`src/rtl/core/pidl_pkg.sv`:
```
// types and constants shared by the positional insert/delete list
`timescale 1ns / 1ps
`default_nettype none

package pidl_pkg;

  // list capacity, fixed by the widths of the count and position fields
  localparam int unsigned Depth   = 16;
  localparam int unsigned DataW   = 32;
  localparam int unsigned IdxW    = 5;
  localparam int unsigned CountW  = 5;
  localparam int unsigned PosW    = 4;

  typedef enum logic [2:0] {
    OP_PUSH_BACK    = 3'd0,
    OP_PUSH_FRONT   = 3'd1,
    OP_INSERT       = 3'd2,
    OP_REMOVE_AT    = 3'd3,
    OP_POP_BACK     = 3'd4,
    OP_POP_FRONT    = 3'd5,
    OP_REMOVE_RANGE = 3'd6,
    OP_SHOW         = 3'd7
  } op_e;

  typedef enum logic [1:0] {
    ST_OK    = 2'd0,
    ST_FULL  = 2'd1,
    ST_EMPTY = 2'd2,
    ST_BAD   = 2'd3
  } status_e;

  // the operation that every cell of the chain carries out
  typedef enum logic [1:0] {
    CELL_HOLD,
    CELL_INSERT,
    CELL_DELETE,
    CELL_ROTATE
  } cell_op_e;

  typedef struct packed {
    cell_op_e               op;
    logic [DataW-1:0]       value;
  } cell_cmd_t;

endpackage

`default_nettype wire

```
`src/rtl/core/pidl_cell.sv`:
```
// one storage cell of the list chain
`timescale 1ns / 1ps
`default_nettype none

module pidl_cell import pidl_pkg::*; #(
  parameter int unsigned IDX = 0,
  parameter int unsigned PW  = 4,
  parameter int unsigned CW  = 5
) (
  input  wire logic             clk_i,
  input  wire cell_cmd_t        cmd_i,
  input  wire logic [PW-1:0]    pos_i,
  input  wire logic [CW-1:0]    count_i,
  input  wire logic [DataW-1:0] left_i,
  input  wire logic [DataW-1:0] right_i,
  input  wire logic [DataW-1:0] head_i,
  output logic      [DataW-1:0] data_o
);

  localparam logic [PW-1:0] MyPos = PW'(IDX);
  localparam logic [CW-1:0] MyCnt = CW'(IDX);

  logic [DataW-1:0] data_q, data_d;

  always_comb begin
    data_d = data_q;
    case (cmd_i.op)
      CELL_INSERT: begin
        // open a gap at pos, everything above moves up one
        if (MyPos == pos_i) begin
          data_d = cmd_i.value;
        end else if (MyPos > pos_i && MyCnt <= count_i) begin
          data_d = left_i;
        end
      end
      CELL_DELETE: begin
        if (MyPos >= pos_i) begin
          data_d = right_i;
        end
      end
      CELL_ROTATE: begin
        // rotate the used part left, head wraps to the top
        if (MyCnt + 1'b1 == count_i) begin
          data_d = head_i;
        end else if (MyCnt < count_i) begin
          data_d = right_i;
        end
      end
      default: begin
        data_d = data_q;
      end
    endcase
  end

  always_ff @(posedge clk_i) begin
    data_q <= data_d;
  end

  assign data_o = data_q;

endmodule

`default_nettype wire

```
`src/rtl/core/positional_insert_delete_list.sv`:
```
// top level of the positional insert/delete list
//
// ordered list of up to Depth (16) signed 32-bit entries kept in a chain of cells
// usage:
//   - a command word (op_i, value_i, index_i, right_index_i) is taken on a
//     rising edge with start_i high and busy_o low
//   - each result word is on the result ports for one cycle with valid_o high;
//     the receiver cannot stall, so nothing is held back
// timing:
//   - push, insert, single remove and pop: busy_o stays low, the result word
//     shows up the cycle after the command
//   - remove range: one entry removed per cycle, the cells from the range's left
//     end upward shifting left; busy_o high until the last entry goes
//   - show: the chain rotates left once per cycle and cell 0 feeds the result
//     port; after the last entry the order is back as it was
//   - error or show of an empty list: one result word
// reset: entry count and control clear at once, cell contents stay undefined
`timescale 1ns / 1ps
`default_nettype none

module positional_insert_delete_list import pidl_pkg::*; (
  input  wire logic                     clk_i,
  input  wire logic                     rst_ni,
  input  wire logic                     start_i,
  output logic                          busy_o,
  input  wire logic [2:0]               op_i,
  input  wire logic signed [DataW-1:0]  value_i,
  input  wire logic [IdxW-1:0]          index_i,
  input  wire logic [IdxW-1:0]          right_index_i,
  output logic                          valid_o,
  output logic [1:0]                    status_o,
  output logic [CountW-1:0]             count_o,
  output logic                          has_element_o,
  output logic signed [DataW-1:0]       element_o,
  output logic [PosW-1:0]               element_position_o,
  output logic                          last_o
);

  // count holds 0..Depth, cell positions 0..Depth-1
  localparam int unsigned CW   = $clog2(Depth + 1);
  localparam int unsigned PW   = $clog2(Depth);
  localparam int unsigned CMPW = (CW > IdxW) ? CW : IdxW;

  typedef enum logic [1:0] {
    S_IDLE,
    S_REMOVE,
    S_SHOW
  } state_e;

  state_e            state_q, state_d;
  logic [CW-1:0]     count_q, count_d;
  logic [IdxW-1:0]   rem_q, rem_d;     // deletions still to do in a range
  logic [PW-1:0]     lo_q, lo_d;       // left end of the range being removed
  logic [PW-1:0]     pos_q, pos_d;     // show position

  // registered result word
  logic              valid_q, res_valid;
  status_e           status_q, res_status;
  logic [CountW-1:0] rcount_q;
  logic              has_q, res_has;
  logic [DataW-1:0]  elem_q, res_elem;
  logic [PosW-1:0]   epos_q, res_pos;
  logic              last_q, res_last;

  cell_cmd_t         cmd;
  logic [PW-1:0]     cmd_pos;
  logic [DataW-1:0]  cell_q [Depth];

  logic              accept;
  logic              full, empty;
  logic [CMPW-1:0]   idx_w, ridx_w, cnt_w;
  logic              show_last;

  assign busy_o = (state_q != S_IDLE);
  assign accept = start_i && !busy_o;
  assign full   = (count_q == CW'(Depth));
  assign empty  = (count_q == '0);
  assign idx_w  = CMPW'(index_i);
  assign ridx_w = CMPW'(right_index_i);
  assign cnt_w  = CMPW'(count_q);
  assign show_last = (CW'(pos_q) + 1'b1 == count_q);

  always_comb begin
    state_d    = state_q;
    count_d    = count_q;
    rem_d      = rem_q;
    lo_d       = lo_q;
    pos_d      = pos_q;
    cmd.op     = CELL_HOLD;
    cmd.value  = value_i;
    cmd_pos    = '0;
    res_valid  = 1'b0;
    res_status = ST_OK;
    res_has    = 1'b0;
    res_elem   = '0;
    res_pos    = '0;
    res_last   = 1'b1;

    case (state_q)
      S_IDLE: begin
        if (accept) begin
          res_valid = 1'b1;
          case (op_e'(op_i))
            OP_PUSH_BACK, OP_PUSH_FRONT, OP_INSERT: begin
              if (full) begin
                res_status = ST_FULL;
              end else if (op_e'(op_i) == OP_INSERT && idx_w > cnt_w) begin
                res_status = ST_BAD;
              end else begin
                cmd.op  = CELL_INSERT;
                count_d = count_q + 1'b1;
                if (op_e'(op_i) == OP_PUSH_BACK) begin
                  cmd_pos = PW'(count_q);
                end else if (op_e'(op_i) == OP_INSERT) begin
                  cmd_pos = PW'(index_i);
                end
              end
            end
            OP_REMOVE_AT: begin
              if (empty) begin
                res_status = ST_EMPTY;
              end else if (idx_w >= cnt_w) begin
                res_status = ST_BAD;
              end else begin
                cmd.op  = CELL_DELETE;
                cmd_pos = PW'(index_i);
                count_d = count_q - 1'b1;
              end
            end
            OP_POP_BACK: begin
              if (empty) begin
                res_status = ST_EMPTY;
              end else begin
                cmd.op  = CELL_DELETE;
                cmd_pos = PW'(count_q - 1'b1);
                count_d = count_q - 1'b1;
              end
            end
            OP_POP_FRONT: begin
              if (empty) begin
                res_status = ST_EMPTY;
              end else begin
                cmd.op  = CELL_DELETE;
                count_d = count_q - 1'b1;
              end
            end
            OP_REMOVE_RANGE: begin
              if (empty) begin
                res_status = ST_EMPTY;
              end else if (idx_w > ridx_w || ridx_w >= cnt_w) begin
                res_status = ST_BAD;
              end else begin
                // first entry goes now, the rest one per cycle
                cmd.op  = CELL_DELETE;
                cmd_pos = PW'(index_i);
                count_d = count_q - 1'b1;
                if (right_index_i != index_i) begin
                  res_valid = 1'b0;
                  state_d   = S_REMOVE;
                  rem_d     = right_index_i - index_i;
                  lo_d      = PW'(index_i);
                end
              end
            end
            OP_SHOW: begin
              if (!empty) begin
                res_valid = 1'b0;
                state_d   = S_SHOW;
                pos_d     = '0;
              end
            end
            default: begin
              res_status = ST_OK;
            end
          endcase
        end
      end
      S_REMOVE: begin
        cmd.op  = CELL_DELETE;
        cmd_pos = lo_q;
        count_d = count_q - 1'b1;
        rem_d   = rem_q - 1'b1;
        if (rem_q == IdxW'(1)) begin
          res_valid = 1'b1;
          state_d   = S_IDLE;
        end
      end
      S_SHOW: begin
        // cell 0 always holds the next entry while the chain rotates
        cmd.op    = CELL_ROTATE;
        res_valid = 1'b1;
        res_has   = 1'b1;
        res_elem  = cell_q[0];
        res_pos   = PosW'(pos_q);
        res_last  = show_last;
        pos_d     = pos_q + 1'b1;
        if (show_last) begin
          state_d = S_IDLE;
        end
      end
      default: begin
        state_d = S_IDLE;
      end
    endcase
  end

  always_ff @(posedge clk_i or negedge rst_ni) begin
    if (!rst_ni) begin
      state_q  <= S_IDLE;
      count_q  <= '0;
      rem_q    <= '0;
      lo_q     <= '0;
      pos_q    <= '0;
      valid_q  <= 1'b0;
      status_q <= ST_OK;
      rcount_q <= '0;
      has_q    <= 1'b0;
      elem_q   <= '0;
      epos_q   <= '0;
      last_q   <= 1'b0;
    end else begin
      state_q  <= state_d;
      count_q  <= count_d;
      rem_q    <= rem_d;
      lo_q     <= lo_d;
      pos_q    <= pos_d;
      valid_q  <= res_valid;
      status_q <= res_status;
      rcount_q <= CountW'(count_d);
      has_q    <= res_has;
      elem_q   <= res_elem;
      epos_q   <= res_pos;
      last_q   <= res_last;
    end
  end

  // the chain: each cell sees its neighbors and the head
  for (genvar i = 0; i < Depth; i++) begin : g_cell
    logic [DataW-1:0] left_w, right_w;
    if (i == 0) begin : g_first
      assign left_w = '0;
    end else begin : g_mid_l
      assign left_w = cell_q[i-1];
    end
    if (i == Depth - 1) begin : g_last
      assign right_w = cell_q[i];
    end else begin : g_mid_r
      assign right_w = cell_q[i+1];
    end

    pidl_cell #(
      .IDX (i),
      .PW  (PW),
      .CW  (CW)
    ) u_cell (
      .clk_i   (clk_i),
      .cmd_i   (cmd),
      .pos_i   (cmd_pos),
      .count_i (count_q),
      .left_i  (left_w),
      .right_i (right_w),
      .head_i  (cell_q[0]),
      .data_o  (cell_q[i])
    );
  end

  assign valid_o            = valid_q;
  assign status_o           = status_q;
  assign count_o            = rcount_q;
  assign has_element_o      = has_q;
  assign element_o          = elem_q;
  assign element_position_o = epos_q;
  assign last_o             = last_q;

  // show words come out back to back until the last one
  a_show_burst: assert property (@(posedge clk_i) disable iff (!rst_ni)
    valid_o && !last_o |=> valid_o)
    else $error("show burst broken");

  // every accepted command gives a word next cycle or keeps the block busy
  a_cmd_progress: assert property (@(posedge clk_i) disable iff (!rst_ni)
    start_i && !busy_o |=> valid_o || busy_o)
    else $error("command lost");

  a_count_range: assert property (@(posedge clk_i) disable iff (!rst_ni)
    count_q <= CW'(Depth))
    else $error("entry count above depth");

  // a range removal drops exactly one entry per cycle
  a_remove_step: assert property (@(posedge clk_i) disable iff (!rst_ni)
    state_q == S_REMOVE |=> count_q + 1'b1 == $past(count_q))
    else $error("range removal step wrong");

  a_shown_ok: assert property (@(posedge clk_i) disable iff (!rst_ni)
    valid_o && has_element_o |-> status_o == ST_OK)
    else $error("shown entry with error status");

endmodule

`default_nettype wire
```
`config.mk`:
```
export PLATFORM = sky130hd
export DESIGN_NAME = positional_insert_delete_list
export DESIGN_NICKNAME = d
export VERILOG_FILES = /design/src/rtl/core/pidl_pkg.sv /design/src/rtl/core/pidl_cell.sv /design/src/rtl/core/positional_insert_delete_list.sv
export SDC_FILE = /design/constraint.sdc
export NUM_CORES = 2
export LEC_CHECK = 0
export ABC_AREA = 1
export BUFFER_PORTS_ARGS = -buffer_cell sky130_fd_sc_hd__buf_2
export CAP_MARGIN = 20
export CELL_PAD_IN_SITES_DETAIL_PLACEMENT = 0
export CELL_PAD_IN_SITES_GLOBAL_PLACEMENT = 2
export CORE_ASPECT_RATIO = 1.75
export CORE_UTILIZATION = 39
export CTS_CLUSTER_DIAMETER = 150
export DETAILED_ROUTE_END_ITERATION = 7
export PLACE_DENSITY_LB_ADDON = 0.1
export REMOVE_ABC_BUFFERS = 1
export SLEW_MARGIN = 15
export SYNTH_ARGS = -nofsm -noshare
export SYNTH_HDL_FRONTEND = slang
export SYNTH_SLANG_ARGS = --single-unit
```
`constraint.sdc`:
```
create_clock -name clk_i -period 9.45 [get_ports clk_i]
set_input_delay 1.89 -clock clk_i [delete_from_list [all_inputs] [get_ports clk_i]]
set_output_delay 1.89 -clock clk_i [all_outputs]
set_load 0.01 [all_outputs]
```
After elaboration in Yosys (flattened, before gate mapping)
Cells that the tools add are included.

Order comparisons: 66. Add/subtract/negate cells: 6. Divide/modulo/power cells: 0. Shift operators: 0. Bitwise gates (word level): 2. Multipliers: 0. Reductions and logical operators: 52. Eq/ne operators: 114. Multiplexer cells: 167.

Operators with widths (count): $mux W32 (79); $pmux W32 S3 (15); $ne A3 B1 Y1 const B (31); $mux W5 (13); $pmux W32 S2 (1); $reduce_and A4 Y1 (15); $mux W4 (14); $mux W2 (22); $eq A4 B5 Y1 const A (8); $le A4 B5 Y1 const A (8); $ne A2 B1 Y1 const B (19); $lt A4 B5 Y1 const A (7); $eq A4 B4 Y1 const A (8); $gt A4 B4 Y1 const A (8); $ge A4 B4 Y1 const A (7); $ne A3 B3 Y1 const B (9); $eq A3 B5 Y1 const A (4); $le A3 B5 Y1 const A (4); $lt A3 B5 Y1 const A (4); $pmux W5 S2 (2); $pmux W5 S4 (1); $logic_and A1 B1 Y1 (18); $eq A3 B4 Y1 const A (4); $ge A3 B4 Y1 const A (4); 56 further kinds (102).

Logic and storage cells: 434. Memories: 0. Bits in writable memories: 0. Output and inout bits: 47. Memory bits (read-only): 0. Bits in registers: 573. Input port bits: 48. Bits in latches: 0.

Logic depth before layout (Yosys ltp)
Depth after elaboration: 13. Mapped depth: 21. Mapped depth without buffers: 19.

Cells and area by module
From an unflattened synthesis, not the netlist that was laid out.

Cell total of the unflattened synthesis: 7450. Area, all modules: 50095.5 um^2.

By module, submodules not included: positional_insert_delete_list (area each 3617.2 um^2, cells an instance 475, times used 1); pidl_cell (g_cell[0].u_cell) (area each 3148.0 um^2, cells an instance 527, times used 1); pidl_cell (g_cell[13].u_cell) (area each 3026.7 um^2, cells an instance 431, times used 1); pidl_cell (g_cell[2].u_cell) (area each 2947.8 um^2, cells an instance 439, times used 1); pidl_cell (g_cell[8].u_cell) (area each 2945.3 um^2, cells an instance 438, times used 1); pidl_cell (g_cell[4].u_cell) (area each 2939.1 um^2, cells an instance 435, times used 1); pidl_cell (g_cell[3].u_cell) (area each 2919.0 um^2, cells an instance 469, times used 1); pidl_cell (g_cell[7].u_cell) (area each 2909.0 um^2, cells an instance 440, times used 1); pidl_cell (g_cell[15].u_cell) (area each 2906.5 um^2, cells an instance 463, times used 1); pidl_cell (g_cell[6].u_cell) (area each 2900.3 um^2, cells an instance 437, times used 1); pidl_cell (g_cell[14].u_cell) (area each 2890.3 um^2, cells an instance 444, times used 1); pidl_cell (g_cell[11].u_cell) (area each 2877.8 um^2, cells an instance 423, times used 1); pidl_cell (g_cell[5].u_cell) (area each 2864.0 um^2, cells an instance 425, times used 1); pidl_cell (g_cell[10].u_cell) (area each 2861.5 um^2, cells an instance 435, times used 1); +3 rows.

Worst setup path after synthesis
No wires, ideal clock.

Kind: in2reg. Start point: input index_i[4]. End point: register g_cell[0].u_cell.data_q[0] (enable). Path slack: 3177 ps. Data arrival time: 5808 ps. Data required time: 8984 ps. Stages on the path: 16. Cells stage by stage: ha_1 nand2_1 nor2_1 nand2_1 nand3_1 nand3_2 nand3_1 nand2_1 inv_2 nand2_2 nand2_2 nand2_8 nor2_4 buf_6 nand2_4 o21ai_0.

Word-level cells in the longest chain between the ends: 11. Elaborated cells between the ends (all ways): 36.

RTL lines: start: declaration (line positional_insert_delete_list.sv:28) `input wire logic [IdxW-1:0] index_i,`; $gt A5 B5 Y1, on equally long branches (line positional_insert_delete_list.sv:150, positional_insert_delete_list.sv:107); $logic_or A1 B1 Y1 or $logic_and A1 B1 Y1 (tied branches) (line positional_insert_delete_list.sv:150, positional_insert_delete_list.sv:107); $mux W4, on equally long branches (line positional_insert_delete_list.sv:150, positional_insert_delete_list.sv:107); $mux W4, on equally long branches (line positional_insert_delete_list.sv:148, positional_insert_delete_list.sv:105); $pmux W4 S4 (line positional_insert_delete_list.sv:103) `case (op_e'(op_i))`; $mux W4 (line positional_insert_delete_list.sv:101) `if (accept) begin`; $pmux W4 S2 (line positional_insert_delete_list.sv:99) `case (state_q)`; $gt A1 B4 Y1 (line pidl_cell.sv:32) `end else if (MyPos > pos_i && MyCnt <= count_i) begin`; $logic_and A1 B1 Y1 (line pidl_cell.sv:32); $ne A3 B1 Y1 (no line); $reduce_and A5 Y1 (no line) (*); end signal: assignment (line pidl_cell.sv:56) `data_q <= data_d;`; end: declaration (line pidl_cell.sv:23) `logic [DataW-1:0] data_q, data_d;`.

Every way passes the cells marked *; elsewhere a longest branch is shown, timed or not. A chain may end at the register's enable or synchronous reset.

Worst setup path in the final report
Start point: input index_i[2]. End point: register g_cell[5].u_cell.data_q[29] (enable).

Word-level cells in the longest chain between the ends: 11. Elaborated cells between the ends (all ways): 37.

RTL lines: $gt A5 B5 Y1 (tied with other cells) (line positional_insert_delete_list.sv:150) `end else if (idx_w > ridx_w || ridx_w >= cnt_w) begin`; $logic_or A1 B1 Y1 (tied with other cells) (line positional_insert_delete_list.sv:150); $mux W4, on equally long branches (line positional_insert_delete_list.sv:150, positional_insert_delete_list.sv:107); $mux W4, on equally long branches (line positional_insert_delete_list.sv:148, positional_insert_delete_list.sv:105); $pmux W4 S4 (line positional_insert_delete_list.sv:103); $mux W4 (line positional_insert_delete_list.sv:101); $pmux W4 S2 (line positional_insert_delete_list.sv:99); $gt A3 B4 Y1 (line pidl_cell.sv:32); $logic_and A1 B1 Y1 (line pidl_cell.sv:32); $ne A3 B1 Y1 (no line); $reduce_and A4 Y1 (no line) (*); end signal: assignment (line pidl_cell.sv:56); end: declaration (line pidl_cell.sv:23).

Marks and branches as above.

==> results.json <==
{
  "core-area_sq_mm": 0.109,
  "fmax_mhz": 152,
  "r2r-start": "count_o[1]",
  "clock-sinks": 573,
  "report.final.slew_viol_count": 0,
  "gp_congestion": 0.826,
  "cts_resized": 0,
  "synth-edff-count": 512,
  "syn_inst": 6468,
  "avgSynthCellArea_sq_um": 6.61,
  "pre_cts_ws_ns": 2.23,
  "layout-drive-gt1-share_pct": 5.73,
  "die_w_um": 252,
  "period_minus_slack_ns": 6.56,
  "layout_common_cells": "2200 x nand2_1, 1069 x inv_1, 964 x nand3_1",
  "start_util_pct": 39.3,
  "status": "completed",
  "mostFrequentLayoutCell": "nand2_1",
  "grt_max_degree": 204,
  "rsz0062_at_grt": "false",
  "pin_count": 95,
  "ff2ff_path_depth": 18,
  "worstHoldStart": "lo_q[1]",
  "drt_iter0_drc": 4501,
  "yosys_warnings": 0,
  "htree_levels": 3,
  "timing.rr.end": "g_cell[6].u_cell.data_o[10]",
  "num-fill-cells": 11800,
  "drv_cap": 0,
  "dieArea_sq_mm": 0.111,
  "synth.distinct_cells": 52,
  "hold_violations": 0,
  "clk_path_buf_depth": 3,
  "crit_path_top_delay_cell": "buf_4",
  "path_common_cell": "nand2_1",
  "via_count": 43300,
  "crit_path_end_kind": "flip-flop",
  "numCtsBuffers": 67,
  "crit_path_start_kind": "input port",
  "ys_ff_latch": 573,
  "syn_to_final_growth_pct": 6.99,
  "relSlewSlack_pct": 11.6,
  "tightestPinTransition_ns": 1.33,
  "ant_nets": 0,
  "setup_slack_ns": 2.89,
  "grt_pass1_wl_um": 279000,
  "grt_pass1_vias": 41000,
  "cts_tree": "built",
  "finalSetupTns_ns": 0,
  "totalWireLength_um": 193000,
  "reg2reg_slack_ns": 2.92,
  "hold-path-endpoint": "lo_q[1]",
  "postCtsSetupBuffers": 0,
  "cts.clk_slew.worst_paths_ns": 0.06,
  "crit_buf_inv": 5,
  "grt_usage_pct": 34.3,
  "final_area_sq_mm": 0.0457,
  "routedWlPerCell_um": 25.0,
  "antenna_found_initial": 3,
  "grt_overflow": 0,
  "syn-cell-area_sq_mm": 0.0427,
  "hold_depth": 2,
  "placed_area_sq_mm": 0.0436,
  "synth_flop_cell": "edfxtp_1",
  "clock_skew_ns": 0.0280,
  "ys_seq_area_share_pct": 39.5,
  "path_delay_family": "simple AND/OR/NAND/NOR gates",
  "drc": 0,
  "crit_required_ns": 9.73,
  "place_hpwl_um": 102000,
  "fin_nets": 6301,
  "worstSetupPathType": "in -> reg",
  "dieHeight_um": 440,
  "hold_buffers": 0,
  "setup_viol": 0,
  "row_count": 160,
  "cp_cell_sequence": "buf_2 > inv_1 > ha_1 > nand2_1 > inv_1 > nand3_1 > nand3_1 > nand4_2 > nand3_1 > nand2_1 > nand2_1 > nand2_8 > nor2_4 > buf_4 > buf_12 > nand2_1 > nand2_4",
  "clk_latency_ns": 0.68,
  "crit_arrival_ns": 6.84,
  "slowest_delay_ns": 0.80,
  "firstDrtPassIters": 6,
  "post-route-period-util_pct": 69.4,
  "async_flop_share_pct": 10.6,
  "via_per_inst": 5.59,
  "worst-path-max-fanout": 188,
  "io_buffers": 94,
  "cts_root_buffer": "clkbuf_16",
  "hold_path.class": "reg -> reg"
}
==> cells in the mapped netlist (2+ instances only) <==
cell | n | area [sq um]
nand2_1 | 2218 | 8330
inv_1 | 1072 | 4020
nand3_1 | 966 | 4830
o21ai_0 | 751 | 3760
edfxtp_1 | 512 | 15400
clkbuf_1 | 220 | 826
o21ai_1 | 154 | 771
buf_2 | 149 | 746
buf_4 | 73 | 548
dfrtp_1 | 61 | 1530
nor2_1 | 61 | 229
o22ai_1 | 33 | 206
buf_1 | 28 | 105
ha_1 | 27 | 338
a21oi_1 | 26 | 130
nand2_2 | 16 | 100
buf_6 | 15 | 169
xor2_1 | 11 | 96.3
inv_2 | 10 | 37.5
nand2_4 | 6 | 67.6
nor2_2 | 6 | 37.5
nor2_4 | 5 | 56.3
a31oi_1 | 4 | 25.0
nand4_1 | 4 | 25.0
nor3_1 | 3 | 15.0
o2111ai_1 | 3 | 26.3
xnor2_1 | 3 | 26.3
a21boi_0 | 2 | 15.0
a21oi_4 | 2 | 32.5
nor2_8 | 2 | 40.0
nor4_1 | 2 | 12.5
o211ai_1 | 2 | 15.0
o21a_1 | 2 | 15.0
==> worst register-to-register path, cell delays in order (launching register included) <==
cell	delay [ns]
dfrtp_1	0.57
inv_1	0.41
ha_1	0.25
inv_1	0.04
nor2_1	0.45
nand2_1	0.48
nand4_1	0.30
nand3_1	0.10
nand2_1	0.11
nand2_1	0.15
nand2_8	0.54
nor2_4	0.09
inv_2	0.47
buf_4	0.50
nand2_1	0.24
nand2_1	0.11
nand2_1	0.09
nor2_4	0.60
buf_4	0.63
==> worst max-delay path by stage <==
| stage | endpoint | cells past startpoint | from | slack [ns] |
|---|---|---|---|---|
| after detailed placement | g_cell[0].u_cell.data_o[13] | 18 | index_i[2] | 2.23 |
| after global placement | g_cell[0].u_cell.data_o[13] | 18 | index_i[2] | 2.28 |
| after floorplan | g_cell[0].u_cell.data_o[0] | 15 | index_i[4] | -15.99 |
| after global routing | g_cell[0].u_cell.data_o[14] | 18 | index_i[2] | 2.61 |
| final | g_cell[5].u_cell.data_o[29] | 17 | index_i[2] | 2.89 |
| after CTS | g_cell[0].u_cell.data_o[30] | 18 | index_i[2] | 2.93 |
==> routing by layer <==
| layer | track usage [%] | part of all wire, % | vias to the layer above | routed length [um] |
|---|---|---|---|---|
| li1 | - | - | 20000 | - |
| met4 | 15.1 | 4.6 | 0 | 8880 |
| met1 | 43.2 | 40 | 20900 | 76600 |
| met5 | 0 | 0 | - | 0 |
| met2 | 58.8 | 48 | 1978 | 93200 |
| met3 | 4.02 | 7.4 | 398 | 14400 |
==> sequential cells by signal (all words and copies together), names as in the netlist <==
signal / count
rem_q: 5
lo_q: 4
has_element_o: 1
pos_q: 4
g_cell.u_cell.data_o: 512
status_o: 2
element_o: 32
valid_o: 1
count_o: 5
last_o: 1
state_q: 2
element_position_o: 4
==> per-stage QoR <==
stage                     hold WS, ns  util (%)  cells
after floorplan                 0.453         -   5983
after global placement          0.479      40.1   7612
after detailed placement        0.482      40.1   7613
after CTS                       0.495      42.0   7736
after global routing            0.519      42.1   7738
final                           0.500      42.1   7738
==> cells by family (layout without fill, tap and decap cells) <==
group	after synthesis	after routing	share of synthesized area [%]
xor+xnor	14	14	0.287
fa+ha+maj	28	28	0.837
compound gates	987	987	11.8
simple gates	3296	3296	32.3
other cells	0	1	0
buf+inv	1570	1381	15.1
flops	573	573	39.5
==> cell type report <==
type                    count  area (sq um)  area share, %
multi-input cells        4325         19700           43.0
flip-flops and latches    573         16900           37.0
inverters                1085          4080           8.92
clock buffers              93          1840           4.01
well taps                1458          1820           3.99
repair buffers            173          1140           2.48
clock inverters            30           267          0.583
diodes                      1          2.50        0.00547
Power is not shown: default switching activity piles up to over one toggle a cycle in this logic, so the estimate is an artifact.
